**config.mk**
```make
export PLATFORM = sky130hd
export DESIGN_NAME = oit_cell
export DESIGN_NICKNAME = d
export VERILOG_FILES = /design/src/sv/oit_pkg.sv /design/src/sv/oit_cell.sv
export SDC_FILE = /design/constraint.sdc
export NUM_CORES = 1
export LEC_CHECK = 0
export BUFFER_PORTS_ARGS = -buffer_cell sky130_fd_sc_hd__buf_2
export CAP_MARGIN = 20
export CORE_AREA = 4 4 158 160
export DETAILED_ROUTE_END_ITERATION = 16
export DIE_AREA = 0 0 162 164
export MAX_ROUTING_LAYER = met4
export PLACE_DENSITY_LB_ADDON = 0.1
export REMOVE_ABC_BUFFERS = 1
export SYNTH_ARGS = -nofsm -noshare
export SYNTH_HDL_FRONTEND = slang
export SYNTH_SLANG_ARGS = --single-unit
```
**constraint.sdc**
```tcl
create_clock -name i_clk -period 10.85 [get_ports i_clk]
set_input_delay 1.6275 -clock i_clk [delete_from_list [all_inputs] [get_ports i_clk]]
set_output_delay 1.6275 -clock i_clk [all_outputs]
set_load 0.01 [all_outputs]
```
**src/sv/oit_pkg.sv**
```systemverilog
package oit_pkg;

    localparam int DEPTH_DEF = 64;

    localparam int KIND_W  = 3;
    localparam int IDX_W   = 7;
    localparam int HI_W    = 32;
    localparam int LO_W    = 64;
    localparam int STAT_W  = 2;
    localparam int FOUND_W = 6;
    localparam int TOTAL_W = 7;

    localparam logic [KIND_W-1:0] K_SET       = 3'd0;
    localparam logic [KIND_W-1:0] K_INSERT    = 3'd1;
    localparam logic [KIND_W-1:0] K_ERASE     = 3'd2;
    localparam logic [KIND_W-1:0] K_FIND_VAL  = 3'd3;
    localparam logic [KIND_W-1:0] K_FIND_NULL = 3'd4;
    localparam logic [KIND_W-1:0] K_MARK_NULL = 3'd5;

    localparam logic [STAT_W-1:0] ST_OK   = 2'd0;
    localparam logic [STAT_W-1:0] ST_BAD  = 2'd1;
    localparam logic [STAT_W-1:0] ST_MISS = 2'd2;

    typedef struct packed {
        logic [HI_W-1:0] hi;
        logic [LO_W-1:0] lo;
        logic            mark;
    } t_entry;

    typedef struct packed {
        logic             do_set;
        logic             do_ins;
        logic             do_era;
        logic             do_mark;
        logic             do_find_val;
        logic             do_find_null;
        logic [IDX_W-1:0] pos;
        logic [IDX_W-1:0] stop;
        logic [HI_W-1:0]  vhi;
        logic [LO_W-1:0]  vlo;
    } t_cmd;

endpackage

```
**src/sv/oit_cell.sv**
```systemverilog
module oit_cell #(
    parameter int CMPW     = 7,
    parameter int CELL_IDX = 0
) (
    input  logic            i_clk,
    input  logic            i_rst_n,
    input  oit_pkg::t_cmd   i_cmd,
    input  oit_pkg::t_entry i_below,
    input  oit_pkg::t_entry i_above,
    output oit_pkg::t_entry o_entry,
    output logic            o_hit
);

    localparam logic [CMPW-1:0] MY_POS = CMPW'(CELL_IDX);

    logic [oit_pkg::HI_W-1:0] r_hi;
    logic [oit_pkg::LO_W-1:0] r_lo;
    logic                     r_mark;
    logic                     r_hit;
    oit_pkg::t_entry          n_entry;
    logic                     n_hit;
    logic [CMPW-1:0]          w_pos;
    logic [CMPW-1:0]          w_stop;
    logic                     w_at;
    logic                     w_match;

    assign o_entry = '{hi: r_hi, lo: r_lo, mark: r_mark};
    assign o_hit   = r_hit;
    assign w_pos   = CMPW'(i_cmd.pos);
    assign w_stop  = CMPW'(i_cmd.stop);
    assign w_at    = (MY_POS == w_pos);
    assign w_match = !r_mark && (r_hi == i_cmd.vhi) && (r_lo == i_cmd.vlo);

    always_comb begin
        n_entry = o_entry;
        if ((i_cmd.do_set && w_at) || (i_cmd.do_ins && w_at)) begin
            n_entry = '{hi: i_cmd.vhi, lo: i_cmd.vlo, mark: 1'b0};
        end else if (i_cmd.do_ins && (MY_POS > w_pos)) begin
            n_entry = i_below;
        end else if (i_cmd.do_era && (MY_POS >= w_pos)) begin
            n_entry = i_above;
        end else if (i_cmd.do_mark && w_at) begin
            n_entry.mark = 1'b1;
        end
        n_hit = (MY_POS >= w_pos) && (MY_POS < w_stop) &&
                ((i_cmd.do_find_val && w_match) || (i_cmd.do_find_null && r_mark));
    end

    always_ff @(posedge i_clk) begin
        r_hi  <= n_entry.hi;
        r_lo  <= n_entry.lo;
        r_hit <= n_hit;
    end

    always_ff @(posedge i_clk) begin
        if (!i_rst_n) begin
            r_mark <= 1'b0;
        end else begin
            r_mark <= n_entry.mark;
        end
    end

endmodule

```
# [Word-level counts from Yosys, hierarchy flattened]
# Index checks and enable logic that the tools add are counted.
[op_classes] bitwise=1 muxes=5 order_cmp=3 n_eq_ne=2 n_reduce_logical=18
[ops] op="$mux 97" n=2
[ops] op="$mux 96" n=1
[ops] op="$eq 64x64->1" n=1
[ops] op="$eq 32x32->1" n=1
[ops] op="$logic_and 1x1->1" n=11
[ops] op="$ge 1x7->1 const A" n=1
[ops] op="$gt 1x7->1 const A" n=1
[ops] op="$logic_not 7->1" n=1
[ops] op="$lt 1x7->1 const A" n=1
[ops] op="$reduce_bool 3->1" n=2
[ops] op="$logic_or 1x1->1" n=2
[ops] op="$mux 1" n=2
[ops] op="$reduce_or 2->1" n=1
[ops] op="$logic_not 1->1" n=1
[ops] op="$not 1->1" n=1
[totals] regBits=98 output_inout_bits=98 input_bits=312 wordCells=33

# [Depth between registers and ports, before layout]
[depth] depth_word=6 mapped_depth=7 mapped_depth_nobuf=6

# [Least setup slack after synthesis]
# OpenSTA, ideal clock, no wires.
[synth_path] path_kind="input to register" startpoint="input i_cmd[106] in the netlist's numbering" endpoint="register r_hi[0] in the netlist's numbering (enable)" setup_slack_ps=5213 arrival_ps=5166 cell_stages=7 required_ps=10379 path_cell_list="or4_4 -> nor2_2 -> o21a_1 -> buf_4 -> buf_8 -> buf_8 -> nand2b_1"
[synth_via] elab_chain_len=4 word_cells_on_any_way=9 cone_classes="2 x order compare; 7 x reduce/logical"
[synth_lines] element="start: declaration" line="oit_cell.sv:7" source="input oit_pkg::t_cmd i_cmd,"
[synth_lines] element="parallel branches: the longest is 3 deep, another holds $gt 1x7->1"
[synth_lines] element="$reduce_bool 3->1 (no source line) *"
[synth_lines] element="end signal: assignment" line="oit_cell.sv:50" source="r_hi <= n_entry.hi;"
[synth_lines] element="end: declaration" line="oit_cell.sv:16" source="logic [oit_pkg::HI_W-1:0] r_hi;"
# Mark *: on every way between the ends.
# A chain may end at the register's enable or synchronous reset.

# [Worst setup path in the final report]
[layout_path] startpoint="input i_cmd[106] in the netlist's numbering" endpoint="register r_hi[23] in the netlist's numbering (enable)"
# Same word-level chain as after synthesis.

==> results.yml <==
drt:
  wl_per_cell_um: 17.4
  via_count: 4301
  avgViaCountPerCell: 4.23
  drt_first_pass_iters: 4
  detail_route.drc_violations: 0
  ant_nets: 0
  drtIter0Drc: 198
  detailed_route_wl_um: 17700
critical_path:
  reg2reg_depth: 6
  reg2reg_slack_ns: 8.88
  reg2reg_to: "o_hit$_DFF_P_"
  crit_path_end_kind: "flip-flop"
  crit_path_max_incr_delay_ns: 0.70
  worst_ep_required_time_ns: 10.83
  crit_type: "primary input to flip-flop"
  worst_setup_path_startpoint: "i_cmd[106]"
  depth_of_the_critical_timing_path_with_buffers_and_inverters_included: 6
  critical_path.top_delay_family: "simple AND/OR/NAND/NOR gates"
  worstSetupStartpointType: "primary input"
  worstPathArrival_ns: 4.49
  endpoint: "r_hi[23]$_DFFE_PP_"
  cp_slowest_cell: "sky130_fd_sc_hd__buf_4"
  path_buf_inv: 2
  regToRegStartpoint: "r_hi[21]$_DFFE_PP_"
  ordered_cell_list_for_the_critical_path: "buf_2 > or4_4 > nor2_2 > o21a_4 > nand2b_4 > buf_4"
  worst-path-max-fanout: 52
placement:
  buffer_ports.inserted: 312
  place.detailed.hpwl_um: 14200
  place_congestion: 0.778
cts:
  post_cts_buffers: 0
  cts.reportedPaths.clkPinSlew_ns: 0.08
  cts-htree-levels: 3
  holdBufCountCts: 0
  cts_tree: "yes"
  cts_inserted_buffers: 9
  post_cts_resized: 0
  clk_latency_ns: 0.36
  cts_buffer_depth: 2
  cell_chosen_for_the_clock_root: "sky130_fd_sc_hd__clkbuf_16"
  clock-sinks: 98
status:
  status: "complete, no violations"
hold_path:
  min-delay-path-class: "flip-flop to flip-flop"
sta:
  fin_crit_sh: 0.416
  timing.final.setup_violations: 0
  timing.clock.skew_ns: 0.0146
  slew-limit-headroom: 0.478
  timing_max_transition_violations_final: 0
  fin_setup_tns_ns: 0
  max_slew.worst_pin.slew_ns: 0.783
  hold_viol: 0
  setup_repair_after_global_routing_missed_its_margin: "no"
  timing.final.crit_period_ns: 4.51
  max_freq_mhz: 222
power:
  total_power_mw: 0.876
  pd_cells_nw_per_um2: 116
  worst_ir_drop_vdd_uv: 73.7
  total_leakage_power_nw: 3.05
synthesis:
  synth-seq-area-share: 0.546
  synth_async_sr_flop_share: 0
  synth_cell_types: 34
  ys.warnings.count: 0
  postSynthAreaPerCell_um2: 14.2
  commonest_register_cell_after_synthesis: "sky130_fd_sc_hd__edfxtp_1"
  ys_ff_latch: 98
  post_synth_inst_count: 378
  synth-edff-count: 96
  syn_area_um2: 5350
grt:
  first_global_vias: 4648
  antenna_found_initial: 1
  grt_start_max_net_pins: 58
  final_global_route_overflow_total: 0
  groute.usage.overall: 0.131
  global_route_wire_length_before_repair_um: 26000
floorplanning:
  core_area_um2: 23400
  die_h_um: 164
  initial_core_util: 0.229
  ioPinCount: 410
  row_count: 56
  fp.dieW_um: 162
  die_area_um2: 26600
final_layout:
  syn2layout_area_growth_pct: 41.1
  nNetsFinal: 1003
  drive_gt1_frac: 0.591
  final.fill_count: 2452
flow_run:
  maxCapViolations: 0
power breakdown:
part / switching, mW / total (mW) / internal, mW
combinational: 0.0380 / 0.0938 / 0.0558
clock: 0.156 / 0.361 / 0.205
sequential: 0.00210 / 0.421 / 0.419
flip-flops by register name, summed over array words and instances, names as in the netlist:
register,flops
o_hit,1
r_hi,32
r_lo,64
r_mark,1
cell usage in the layout (no fill, tap or decap), drive strengths merged, types with 2 or more instances in the layout:
master,synthesis,routed
a211oi,2,2
a221oi,2,2
a22oi,6,6
and4,2,2
buf,12,314
bufinv,0,2
clkbuf,0,9
dfxtp,2,2
edfxtp,96,96
inv,24,28
mux2,96,96
nand2,3,3
nand2b,8,8
nand4,16,16
nor2,2,2
nor3,3,3
nor4,9,9
o2111ai,2,2
o21a,2,2
o22ai,8,8
o2bb2ai,2,2
xnor2,56,56
xor2,16,16
synth_stat cells, types with 3 or more instances:
| master | count | area share |
|---|---|---|
| sky130_fd_sc_hd__nand2_1 | 3 | 0.0021 |
| sky130_fd_sc_hd__mux2_2 | 78 | 0.16 |
| sky130_fd_sc_hd__edfxtp_1 | 96 | 0.54 |
| sky130_fd_sc_hd__nand2b_1 | 8 | 0.0094 |
| sky130_fd_sc_hd__nor4_1 | 9 | 0.011 |
| sky130_fd_sc_hd__o22ai_1 | 8 | 0.0094 |
| sky130_fd_sc_hd__nor3_1 | 3 | 0.0028 |
| sky130_fd_sc_hd__buf_4 | 9 | 0.013 |
| sky130_fd_sc_hd__nand4_1 | 16 | 0.019 |
| sky130_fd_sc_hd__xor2_1 | 16 | 0.026 |
| sky130_fd_sc_hd__a22oi_1 | 6 | 0.0084 |
| sky130_fd_sc_hd__inv_1 | 24 | 0.017 |
| sky130_fd_sc_hd__mux2_1 | 18 | 0.038 |
| sky130_fd_sc_hd__xnor2_1 | 56 | 0.092 |
metrics by stage:
| stage | util | worst slack (ns) | std cells | area, um2 | hold WS, ns |
|---|---|---|---|---|---|
| floorplan | - | 3.37 | 366 | 5240 | 0.505 |
| global placement | 0.309 | 5.88 | 999 | 7230 | 0.560 |
| detailed placement | 0.309 | 5.89 | 999 | 7230 | 0.550 |
| CTS | 0.323 | 6.28 | 1015 | 7550 | 0.570 |
| global route | 0.323 | 6.16 | 1016 | 7550 | 0.592 |
| finish | 0.323 | 6.34 | 1016 | 7550 | 0.550 |
routing by layer:
metal,global-route usage,wire length [um],up-vias,part of all wire
li1,-,-,2062,-
met1,0.161,7790,2019,0.44
met2,0.212,8410,206,0.47
met3,0.0339,1290,14,0.073
met4,0.0404,223,0,0.013
met5,-,0,-,0
cells by family after synthesis:
kind of cell	Yosys count	share of synthesized area
xor+xnor	72	0.118
simple gates	49	0.0577
flops	98	0.546
compound gates	27	0.0376
buf+inv	36	0.0388
mux	96	0.202
worst min-delay path by stage:
stage,cells after the start,endpoint,start
floorplan,2,o_hit$_DFF_P_,r_mark$_SDFFE_PP0P_
global placement,2,o_hit$_DFF_P_,r_mark$_SDFFE_PP0P_
detailed placement,2,o_hit$_DFF_P_,r_mark$_SDFFE_PP0P_
CTS,2,o_hit$_DFF_P_,r_mark$_SDFFE_PP0P_
global route,2,o_hit$_DFF_P_,r_mark$_SDFFE_PP0P_
finish,2,o_hit$_DFF_P_,r_mark$_SDFFE_PP0P_
cell type report:
type                            count  area, um2  share of cell area
Sequential cell                    98       2920               0.387
Inverter                           24       90.1              0.0119
Timing Repair Buffer              314       1580               0.209
Clock buffer                        9        225              0.0298
Multi-Input combinational cell    244       2240               0.296
Clock inverter                      7       98.8              0.0131
Antenna cell                        1       2.50            0.000331
Tap cell                          319        399              0.0528
worst min-delay path: cells and delay by family, from the launching register on:
kind             cells  cell delay, ns
AO/OA/AOI/OAI        1            0.06
flip-flops           1            0.35
AND/OR/NAND/NOR      1            0.09
Power figures use the tool's default switching activity.
