**src/sv/oit_pkg.sv**
```systemverilog
package oit_pkg;

    localparam int DEPTH_DEF = 64;

    localparam int KIND_W  = 3;
    localparam int IDX_W   = 7;
    localparam int HI_W    = 32;
    localparam int LO_W    = 64;
    localparam int STAT_W  = 2;
    localparam int FOUND_W = 6;
    localparam int TOTAL_W = 7;

    localparam logic [KIND_W-1:0] K_SET       = 3'd0;
    localparam logic [KIND_W-1:0] K_INSERT    = 3'd1;
    localparam logic [KIND_W-1:0] K_ERASE     = 3'd2;
    localparam logic [KIND_W-1:0] K_FIND_VAL  = 3'd3;
    localparam logic [KIND_W-1:0] K_FIND_NULL = 3'd4;
    localparam logic [KIND_W-1:0] K_MARK_NULL = 3'd5;

    localparam logic [STAT_W-1:0] ST_OK   = 2'd0;
    localparam logic [STAT_W-1:0] ST_BAD  = 2'd1;
    localparam logic [STAT_W-1:0] ST_MISS = 2'd2;

    typedef struct packed {
        logic [HI_W-1:0] hi;
        logic [LO_W-1:0] lo;
        logic            mark;
    } t_entry;

    typedef struct packed {
        logic             do_set;
        logic             do_ins;
        logic             do_era;
        logic             do_mark;
        logic             do_find_val;
        logic             do_find_null;
        logic [IDX_W-1:0] pos;
        logic [IDX_W-1:0] stop;
        logic [HI_W-1:0]  vhi;
        logic [LO_W-1:0]  vlo;
    } t_cmd;

endpackage

```
**src/sv/oit_first_hit.sv**
```systemverilog
module oit_first_hit #(
    parameter int DEPTH = oit_pkg::DEPTH_DEF,
    parameter int IW    = 6
) (
    input  logic [DEPTH-1:0] i_hits,
    output logic             o_any,
    output logic [IW-1:0]    o_index
);

    logic [DEPTH-1:0] w_lowest;

    // isolate the lowest set bit, then encode the one-hot word
    assign w_lowest = i_hits & (~i_hits + DEPTH'(1));
    assign o_any    = |i_hits;

    always_comb begin
        o_index = '0;
        for (int b = 0; b < IW; b++) begin
            for (int i = 0; i < DEPTH; i++) begin
                if (((i >> b) & 1) == 1) begin
                    o_index[b] = o_index[b] | w_lowest[i];
                end
            end
        end
    end

endmodule

```
**config.mk**
```make
export PLATFORM = sky130hd
export DESIGN_NAME = oit_first_hit
export DESIGN_NICKNAME = d
export VERILOG_FILES = /design/src/sv/oit_pkg.sv /design/src/sv/oit_first_hit.sv
export SDC_FILE = /design/constraint.sdc
export NUM_CORES = 1
export LEC_CHECK = 0
export ABC_AREA = 1
export BUFFER_PORTS_ARGS = -buffer_cell sky130_fd_sc_hd__buf_2
export CAP_MARGIN = 20
export CORE_MARGIN = 5
export CORE_UTILIZATION = 55
export DETAILED_ROUTE_END_ITERATION = 7
export PLACE_DENSITY_LB_ADDON = 0.25
export SLEW_MARGIN = 40
export SYNTH_ARGS = -nofsm -noshare
export SYNTH_HDL_FRONTEND = slang
export SYNTH_SLANG_ARGS = --single-unit
```
**constraint.sdc**
```tcl
create_clock -name vclk -period 3.2
set_input_delay 0.64 -clock vclk [all_inputs]
set_output_delay 0.64 -clock vclk [all_outputs]
set_load 0.1 [all_outputs]
```
After elaboration in Yosys (flattened, before gate mapping) --
Index checks and enable logic that the tools add are counted.
Operators by class: add/subtract/negate cells 1, reductions and logical operators 1, bitwise logic cells 188
Operator list (count):
- $or A1 B1 Y1 | 186
- $add A64 B1 Y64 const B | 1
- $and A64 B64 Y64 | 1
- $not A64 Y64 | 1
- $reduce_or A64 Y1 | 1
Storage, ports and cells: register bits after elaboration 0, output and inout bits 7, bits of input ports 64, logic and storage cells 190

Logic depth before layout (Yosys ltp) --
Gate-level depths: netlist of the first run.
word-level depth 34, gate-level depth with buffers 11, mapped depth without buffers 11

Worst setup path before layout of the first run --
No wires, ideal clock.
kind input-to-output, start point in i_hits[5], end point out o_index[4], stages 11, path slack 214 ps, buffers on the path 0, data arrival time 2346 ps, required time 2560 ps, cells stage by stage nor2_1 > nand2_1 > nor2_8 > nand2_2 > nor2_4 > nand2_1 > nand2_1 > nor2_1 > nand2_1 > nor2_1 > nand3_1
Between the ends: cells in the longest elaborated chain, start to end 34
Ends and longest elaborated chain:
- start, declared | RTL line oit_first_hit.sv:5 | input logic [DEPTH-1:0] i_hits,
- $not A64 Y64 * | RTL line oit_first_hit.sv:13 | assign w_lowest = i_hits & (~i_hits + DEPTH'(1));
- $add A64 B1 Y64 * | RTL line oit_first_hit.sv:13
- $and A64 B64 Y64 * | RTL line oit_first_hit.sv:13
- $or A1 B1 Y1 (30 in series) | RTL line oit_first_hit.sv:21 | o_index[b] = o_index[b] | w_lowest[i];
- $or A1 B1 Y1 * | RTL line oit_first_hit.sv:21
- end, declared | RTL line oit_first_hit.sv:7 | output logic [IW-1:0] o_index
Every way passes the cells marked *; elsewhere a longest branch is shown, timed or not.

Worst setup path in the final report of the first run --
start point in i_hits[5], end point out o_index[2]
Between the ends: cells in the longest elaborated chain, start to end 34
Ends and longest elaborated chain (RTL line):
- $not A64 Y64 | oit_first_hit.sv:13
- $add A64 B1 Y64 | oit_first_hit.sv:13
- $and A64 B64 Y64 * | oit_first_hit.sv:13
- $or A1 B1 Y1 (30 in series) | oit_first_hit.sv:21
- $or A1 B1 Y1 * | oit_first_hit.sv:21
Marked as above.

==> results of run 1 <==
-- power by group --
group          total, mW  switching [mW]  internal [mW]
clock network          0               0              0
registers              0               0              0
logic              0.181           0.118         0.0633
total              0.181           0.118         0.0633
-- worst max-delay path, delay by kind of cell --
kind          cells  cell delay [ps]
buf+inv           2              300
simple gates     11             1480
-- kinds of logic (layout without fill, tap and decap cells) --
kind of cell | count (synthesis) | in the layout | share of synthesized area [%]
AOI/OAI and AO/OA | 7 | 7 | 1.58
and+or+nand+nor | 438 | 438 | 87.8
buffers and inverters | 63 | 142 | 10.7
-- per-stage QoR --
step / worst slack, ps / utilization, % / hold WS (ps) / area, um2
2_1_floorplan: 214 / - / 2050 / 2220
3_3_place_gp: 147 / 70.1 / 1870 / 2760
3_5_place_dp: 171 / 70.1 / 1870 / 2760
4_1_cts: 159 / 70.1 / 1870 / 2760
5_1_grt: 33.0 / 70.8 / 1890 / 2790
6_report: 128 / 70.8 / 1880 / 2790
-- area by class of cell --
class                      instances  area [um2]
inverter                          63         236
tap                               50        62.6
multi-input combinational        445        1990
fill                             415        1150
timing repair buffer              79         505
-- worst max path at each step --
stage / startpoint / end / depth (start not counted) / slack [ps]
floorplan: i_hits[5] / o_index[4] / 11 / 210
global placement: i_hits[13] / o_index[1] / 12 / 150
detailed placement: i_hits[5] / o_index[2] / 13 / 170
CTS: i_hits[13] / o_index[1] / 12 / 160
global route: i_hits[6] / o_index[1] / 12 / 30
finish: i_hits[5] / o_index[2] / 13 / 130
-- cell usage in the layout (no fill, tap or decap) --
cell type	netlist	routed
buf_12	0	6
buf_2	0	65
a21oi_1	3	3
o21ai_1	1	1
nor3_1	6	6
and2_1	7	7
nor4_1	1	1
nor2_2	4	5
nor2_1	157	156
nor2_4	8	8
nand3_1	69	69
nand3b_1	6	6
nand2_1	158	157
nor2_8	2	2
nand4_1	11	11
and3_1	3	3
inv_1	63	63
or4_1	1	1
nand2_2	2	3
nand2_4	2	2
o21ai_0	3	3
nor3b_1	1	1
buf_4	0	8
-- synth_stat cells --
master and count:
nor2_1 157, nor2_8 2, inv_1 63, nand2_4 2, nand3_1 69, nand4_1 11, nor3_1 6, nor4_1 1
o21ai_0 3, a21oi_1 3, nor2_2 4, nor3b_1 1, and3_1 3, nand2_2 2, and2_1 7, o21ai_1 1
nor2_4 8, nand3b_1 6, nand2_1 158, or4_1 1
-- routing by layer --
metal | vias to the layer above | part of all wire (%)
met1 | 1510 | 36
met2 | 207 | 49
met5 | - | 0
met4 | 0 | 7.7
li1 | 1753 | -
met3 | 65 | 7.3
-- repair_timing --
item / CTS / global route
resized for setup: 0 / 2
setup buffers: 0 / 3
endpoints found under the setup margin: 0 / 4
==> out/metrics.yaml, run 1 <==
worst_hold_path:
  min_path_type: "in -> out"
  hold_path_depth: 6
  hold_path_end: "o_index[0]"
  min-delay-start: "i_hits[5]"
sta:
  slew_viol_final: 0
  rsz0062_at_grt: "false"
  setup_viol: 0
  period_needed_ps: 3070
  worst_pin_slew_ps: 487
  post-route-period-util_pct: 96.0
  final_hold_viol_count: 0
  fin_setup_tns_ps: 0
  slew-limit-headroom_pct: 67.8
  fmax_mhz: 325
synth:
  yosysTopAreaCell: "nand2_1"
  synth.distinct_cells: 20
  avgSynthCellArea_um2: 4.36
  synthesis.instances: 508
  yosys-top-cells-area: "nand2_1 (27%), nor2_1 (27%), nand3_1 (16%)"
  syn_area_mm2: 0.00222
  yosys.area.top_type_share_pct: 26.7
  yosysWarnings: 0
  seq_area_frac_synth_pct: 0
  synth_nets: 572
global_route:
  gr-total-overflow: 0
  track_usage_pct: 32.5
  use_met2_pct: 60.5
  grt_pass1_wl_um: 14100
  grt_max_degree: 10
  grtUsageMet3_pct: 2.46
  use_met1_pct: 33.9
  grt_pass1_vias: 3301
  grt.busiest_layer: "met2"
  antenna_found_initial: 0
critical_path:
  startpoint_type: "input pin"
  cpPeakStageDelay_ps: 260
  end_kind: "primary output"
  path_max_fanout: 8
  path_class: "in -> out"
  crit_chain: "buf_2, nor2_2, nand2_2, nor2_8, nand2_1, nor2_2, nand3_1, nand2_1, nor2_1, nand2_1, nor2_1, nand2_1, buf_12"
  critPathArrivalTime_ps: 2430
  slowest_stage: "nor2_2"
  required_ps: 2560
  critPathMostFrequentCell: "nand2_1"
route:
  first_iter_violations: 274
  routedWlPerCell_um: 13.9
  avgViaCountPerCell: 5.55
  vias: 3535
  detail-route-antenna-nets: 0
  drc: 0
  drt_wl_total_um: 8870
  firstDrtPassIters: 7
finish:
  seq_area_um2: 0
  area_growth_pct: 25.8
  fin_nets: 653
  n_clock_buffer: 0
  drive_above_1_share_pct: 16.9
  post_layout_nonfiller_instances: 637
  n_sequential_cell: 0
  antennaDiodeCount: 0
place:
  dp.cells: 634
  gp_congestion: 1.06
  io_buffers: 71
  dp.final_hpwl_um: 7720
flow_run:
  cap_violations: 0
die:
  fp.coreArea_mm2: 0.00394
  fp.dieH_um: 73.5
  initial_core_util_pct: 56.2
  io_pins: 71
  dieArea_mm2: 0.00540
  die_w_um: 73.5
  rows: 23
power_and_ir_drop:
  power_uw: 181
  p_leak_nw: 1.63
  vdd_drop_max_mv: 0.0562
  power_density_mw_per_mm2: 64.9
status:
  outcome: "completed"
clock_network:
  hold_buffers: 0
Power figures use the tool's default switching activity.
==> inputs of run 2 (changes only) <==
--- a/config.mk
+++ b/config.mk
@@ -9,9 +9,9 @@
 export BUFFER_PORTS_ARGS = -buffer_cell sky130_fd_sc_hd__buf_2
 export CAP_MARGIN = 20
 export CORE_MARGIN = 5
-export CORE_UTILIZATION = 55
+export CORE_UTILIZATION = 50
 export DETAILED_ROUTE_END_ITERATION = 7
-export PLACE_DENSITY_LB_ADDON = 0.25
+export PLACE_DENSITY = 0.87
 export SLEW_MARGIN = 40
 export SYNTH_ARGS = -nofsm -noshare
 export SYNTH_HDL_FRONTEND = slang
==> run 2 against run 1 <==
Critical path depth is 1 lower. Hold slack gained 58 ps. Largest power group unchanged. Sequential share of layout area stayed put. Setup slack worse by 11 ps. First-iteration DRC count up 61%. Highest routed layer unchanged. Power grew 1.4%. Die area increased by 8.6%. Critical endpoint is now o_index[3]. Combinational power about the same. Flip-flop and latch count did not move.
==> out/metrics.yaml, run 2 (synthesized netlist as in run 1, its figures left out) <==
status:
  outcome: "completed"
die:
  dieArea_mm2: 0.00587  # +8.6%
  initial_core_util_pct: 51.3  # -5.0 points
  fp.coreArea_mm2: 0.00432  # +9.7%
  io_pins: 71  # unchanged
  rows: 24  # +4.3%
  fp.dieH_um: 76.6  # +4.2%
  die_w_um: 76.6  # +4.2%
finish:
  drive_above_1_share_pct: 15.8  # -1.0 points
  mostFrequentLayoutCells: "nand2_1 (158), nor2_1 (156), nand3_1 (69)"
  fin_util_pct: 63.5  # -7.3 points
  n_clock_buffer: 0  # unchanged
  fin_nets: 647  # -0.92%
  n_sequential_cell: 0  # unchanged
  antennaDiodeCount: 0  # unchanged
  area_growth_pct: 23.8
  seq_area_um2: 0  # unchanged
  final_common_cell: "nand2_1"
critical_path:
  required_ps: 2560  # about the same
  end_kind: "primary output"
  path_max_fanout: 7  # -1
  startpoint_type: "input pin"
  path_class: "in -> out"
  critPathArrivalTime_ps: 2440  # about the same
sta:
  worst_pin_slew_ps: 733  # +247 ps
  setup_viol: 0  # unchanged
  period_needed_ps: 3080  # +10.6 ps
  fmax_mhz: 324  # -0.34%
  slew_viol_final: 0  # unchanged
  slew-limit-headroom_pct: 50.7  # -17 points
  rsz0062_at_grt: "false"
  fin_setup_tns_ps: 0  # unchanged
  final_hold_viol_count: 0  # unchanged
  setup_ws_ps: 117  # -10.6 ps
  post-route-period-util_pct: 96.3  # +0.33 points
global_route:
  grt_pass1_vias: 3256  # -1.4%
  antenna_found_initial: 0  # unchanged
  grt_max_degree: 10  # unchanged
  track_usage_pct: 29.6  # -2.9 points
  gr-total-overflow: 0  # unchanged
  grt_pass1_wl_um: 14900  # +5.9%
route:
  drt_wl_total_um: 9210  # +3.9%
  detail-route-antenna-nets: 0  # unchanged
  first_iter_violations: 442  # +61%
  vias: 3612  # +2.2%
  firstDrtPassIters: 5  # -2
  drc: 0  # unchanged
  avgViaCountPerCell: 5.71  # +2.8%
  routedWlPerCell_um: 14.6  # +4.6%
worst_hold_path:
  min_path_type: "in -> out"
  hold_path_end: "o_index[0]"
  hold_path_depth: 6  # unchanged
  min-delay-start: "i_hits[5]"
power_and_ir_drop:
  pwr-share-clk_pct: 0  # unchanged
  pwr-share-seq_pct: 0  # unchanged
  p_int_uw: 61.5  # -2.8%
  vdd_drop_max_mv: 0.0445  # -21%
  p_sw_uw: 122  # +3.7%
  comb_power_share_pct: 100.0  # about the same
  power_density_mw_per_mm2: 66.9  # +3.1%
  p_leak_nw: 1.59  # -2.0%
  swShare_pct: 66.5  # +1.5 points
place:
  place_ws_ps: 181  # +10.5 ps
  io_buffers: 71  # unchanged
  gp_congestion: 1.06  # about the same
  dp.final_hpwl_um: 8100  # +4.9%
flow_run:
  cap_violations: 0  # unchanged
clock_network:
  hold_buffers: 0  # unchanged
[run 2: critical path, cell delays in order]
cell and delay (ps):
buf_2 130, nor2_1 220, nand2_1 180, nor2_4 190, nand2_2 110, nor2_4 200
nand3_1 130, nand2_1 110, nor2_1 70, and2_1 170, nand2_1 110, buf_12 180
[run 2: metal layers]
layer	track usage, %	vias to the layer above	routed length (um)	part of all wire (%)
met5	0	-	0	0
met4	5.07	0	242	2.6
met3	5.32	42	1210	13
met2	50.2	255	4140	45
met1	39.4	1569	3620	39
li1	-	1746	-	-
[run 2: what timing repair did]
action | in CTS | in global routing
buffers inserted | 0 | 0
endpoints found under the hold margin | 0 | 0
gates resized for setup | 0 | 1
setup endpoints to repair | 0 | 2
[run 2: stage by stage]
step | power (mW) | area [um2] | cells | hold WS (ps)
2_1_floorplan | 0.0845 | 2220 | 508 | 2050
6_report | 0.184 | 2750 | 633 | 1940
3_5_place_dp | 0.177 | 2740 | 633 | 1910
3_3_place_gp | 0.175 | 2740 | 633 | 1900
5_1_grt | 0.199 | 2750 | 633 | 1950
4_1_cts | 0.178 | 2740 | 633 | 1910
[run 2: worst max path at each step]
stage / cells after the start / start / endpoint / slack (ps)
after floorplan: 11 / i_hits[5] / o_index[4] / 210
after global placement: 12 / i_hits[5] / o_index[3] / 170
after detailed placement: 12 / i_hits[1] / o_index[3] / 180
after CTS: 12 / i_hits[1] / o_index[3] / 180
after global routing: 13 / i_hits[25] / o_index[5] / 2
final: 12 / i_hits[9] / o_index[3] / 120
[run 2: area by class of cell]
| type | instances | area [um2] |
|---|---|---|
| fill | 445 | 1580 |
| timing repair buffer | 73 | 460 |
| inverter | 63 | 236 |
| tap | 52 | 65.1 |
| multi-input combinational | 445 | 1980 |
[run 2: power groups by stage]
stage               logic, mW  registers (mW)  clock network, mW
floorplan              0.0845               0                  0
global placement        0.175               0                  0
detailed placement      0.177               0                  0
CTS                     0.178               0                  0
global route            0.199               0                  0
finish                  0.184               0                  0
==> inputs of run 3 (changes only) <==
--- a/config.mk
+++ b/config.mk
@@ -6,12 +6,15 @@
 export NUM_CORES = 1
 export LEC_CHECK = 0
 export ABC_AREA = 1
+export ABC_CLOCK_PERIOD_IN_PS = 3200
 export BUFFER_PORTS_ARGS = -buffer_cell sky130_fd_sc_hd__buf_2
 export CAP_MARGIN = 20
+export CELL_PAD_IN_SITES_DETAIL_PLACEMENT = 2
+export CELL_PAD_IN_SITES_GLOBAL_PLACEMENT = 2
 export CORE_MARGIN = 5
-export CORE_UTILIZATION = 50
+export CORE_UTILIZATION = 25
 export DETAILED_ROUTE_END_ITERATION = 7
-export PLACE_DENSITY = 0.87
+export PLACE_DENSITY = 0.95
 export SLEW_MARGIN = 40
 export SYNTH_ARGS = -nofsm -noshare
 export SYNTH_HDL_FRONTEND = slang
==> run 3 against run 2 <==
Non-clock buffer count up 14. Via count up 1.9%. Hold slack worse by 69 ps. First-iteration DRC count down 65%. Sequential share of layout area unchanged.
==> out/metrics.yaml, run 3 (synthesized netlist as in run 1, its figures left out) <==
die:
  fp.coreArea_mm2: 0.00868  # +100%
  fp.dieH_um: 104  # +36%
  dieArea_mm2: 0.0109  # +85%
  initial_core_util_pct: 25.5  # -26 points
  rows: 34  # +42%
  io_pins: 71  # unchanged
  die_w_um: 104  # +36%
status:
  outcome: "completed"
sta:
  post-route-period-util_pct: 98.3  # +2.0 points
  holdWs_ps: 1870  # -68.8 ps
  fmax_mhz: 318  # -2.0%
  final_hold_viol_count: 0  # unchanged
  worst_pin_slew_ps: 488  # -245 ps
  slew_viol_final: 0  # unchanged
  slew-limit-headroom_pct: 67.7  # +17 points
  period_needed_ps: 3150  # +63.4 ps
  setup_viol: 0  # unchanged
power_and_ir_drop:
  swShare_pct: 67.4  # +0.89 points
  vdd_drop_max_mv: 0.0272  # -39%
  pwr-share-clk_pct: 0  # unchanged
  p_leak_nw: 1.67  # +4.8%
  pwr-share-seq_pct: 0  # unchanged
  comb_power_share_pct: 100.0  # about the same
  power_density_mw_per_mm2: 68.7  # +2.8%
  p_int_uw: 66.8  # +8.6%
  p_sw_uw: 138  # +13%
global_route:
  grt_max_degree: 10  # unchanged
  grtUsageMet3_pct: 3.35  # -2.0 points
  grt_pass1_wl_um: 21700  # +46%
  antenna_found_initial: 0  # unchanged
  grt.busiest_layer: "met2"
  use_met1_pct: 30.6  # -8.8 points
  track_usage_pct: 24.1  # -5.6 points
  grt_pass1_vias: 4142  # +27%
  use_met2_pct: 43.4  # -6.8 points
  gr-total-overflow: 0  # unchanged
finish:
  seq_area_um2: 0  # unchanged
  final_common_cell: "nand2_1"
  fin_nets: 661  # +2.2%
  fin_util_pct: 34.3  # -29 points
  fillers: 1237  # +180%
  final_area_mm2: 0.00298  # +8.6%
  antennaDiodeCount: 0  # unchanged
  n_clock_buffer: 0  # unchanged
  drive_above_1_share_pct: 19.7  # +3.8 points
  area_growth_pct: 34.4
  mostFrequentLayoutCells: "nand2_1 (156), nor2_1 (148), nand3_1 (69)"
  n_sequential_cell: 0  # unchanged
critical_path:
  critPathArrivalTime_ps: 2510  # +70 ps
  path_max_fanout: 5  # -2
  path_class: "in -> out"
  startpoint_type: "input pin"
  end_kind: "primary output"
  required_ps: 2560  # about the same
route:
  vias: 3682  # +1.9%
  first_iter_violations: 153  # -65%
  detail-route-antenna-nets: 0  # unchanged
  avgViaCountPerCell: 5.24  # -8.2%
  routedWlPerCell_um: 19.6  # +34%
  firstDrtPassIters: 4  # -1
  drt_wl_total_um: 13800  # +49%
  drc: 0  # unchanged
place:
  io_buffers: 71  # unchanged
  gp_congestion: 0.950  # -10%
  dp.final_hpwl_um: 12200  # +51%
  postPlaceCellArea_mm2: 0.00288  # +5.0%
worst_hold_path:
  min_path_type: "in -> out"
flow_run:
  cap_violations: 0  # unchanged
clock_network:
  hold_buffers: 0  # unchanged
-- run 3: changes by cell type in the layout (fill, tap and decap cells not counted) --
cell     delta
buf_4      +14
nor2_1      -8
nor2_4      +6
nand2_1     -2
nand2_2     +2
nor2_2      +2
nor3_1      -1
nor3_2      +1
-- run 3: layout make-up --
type	instances	area [um2]	area share, %
inverters	63	236	7.93
multi-input cells	445	2040	68.6
well taps	108	135	4.53
repair buffers	87	566	19.0
-- run 3: final timing paths --
| path | from | end | slack (ps) | cells after the start |
|---|---|---|---|---|
| worst max-delay path | i_hits[39] | o_index[4] | 50 | 12 |
| worst min-delay path | i_hits[5] | o_index[0] | 1870 | 6 |
-- run 3: timing repair --
item,4_1_cts,5_1_grt
endpoints found under the setup margin,2,5
pin swaps,1,4
gates resized for setup,1,17
setup buffers,0,5
-- run 3: worst max-delay path, stage by stage --
cell and delay, ps:
buf_2 130, inv_1 180, nand2_1 110, nor2_1 210, nand3_1 140, nor2_1 250, and2_1 220, o21ai_1 140
nand2_1 110, nor2_1 60, nand3_1 120, buf_12 190
-- run 3: per-stage QoR --
step           total power, mW  setup WS, ps  setup TNS, ps  std cells
2_1_floorplan           0.0845           214              0        508
3_5_place_dp             0.194         -6.36          -11.7        698
5_1_grt                  0.222         -90.6           -365        703
6_report                 0.205          53.8              0        703
3_3_place_gp             0.184           114              0        698
4_1_cts                  0.195          6.31              0        698
-- run 3: power groups by stage --
stage	Clock, mW	Sequential (mW)	Combinational (mW)
4_1_cts	0	0	0.195
2_1_floorplan	0	0	0.0845
6_report	0	0	0.205
3_3_place_gp	0	0	0.184
5_1_grt	0	0	0.222
3_5_place_dp	0	0	0.194
-- run 3: routing by layer --
layer | wire length [um] | vias up
met5 | 0 | -
met4 | 252 | 0
met3 | 582 | 28
met2 | 6790 | 76
met1 | 6130 | 1806
li1 | - | 1772
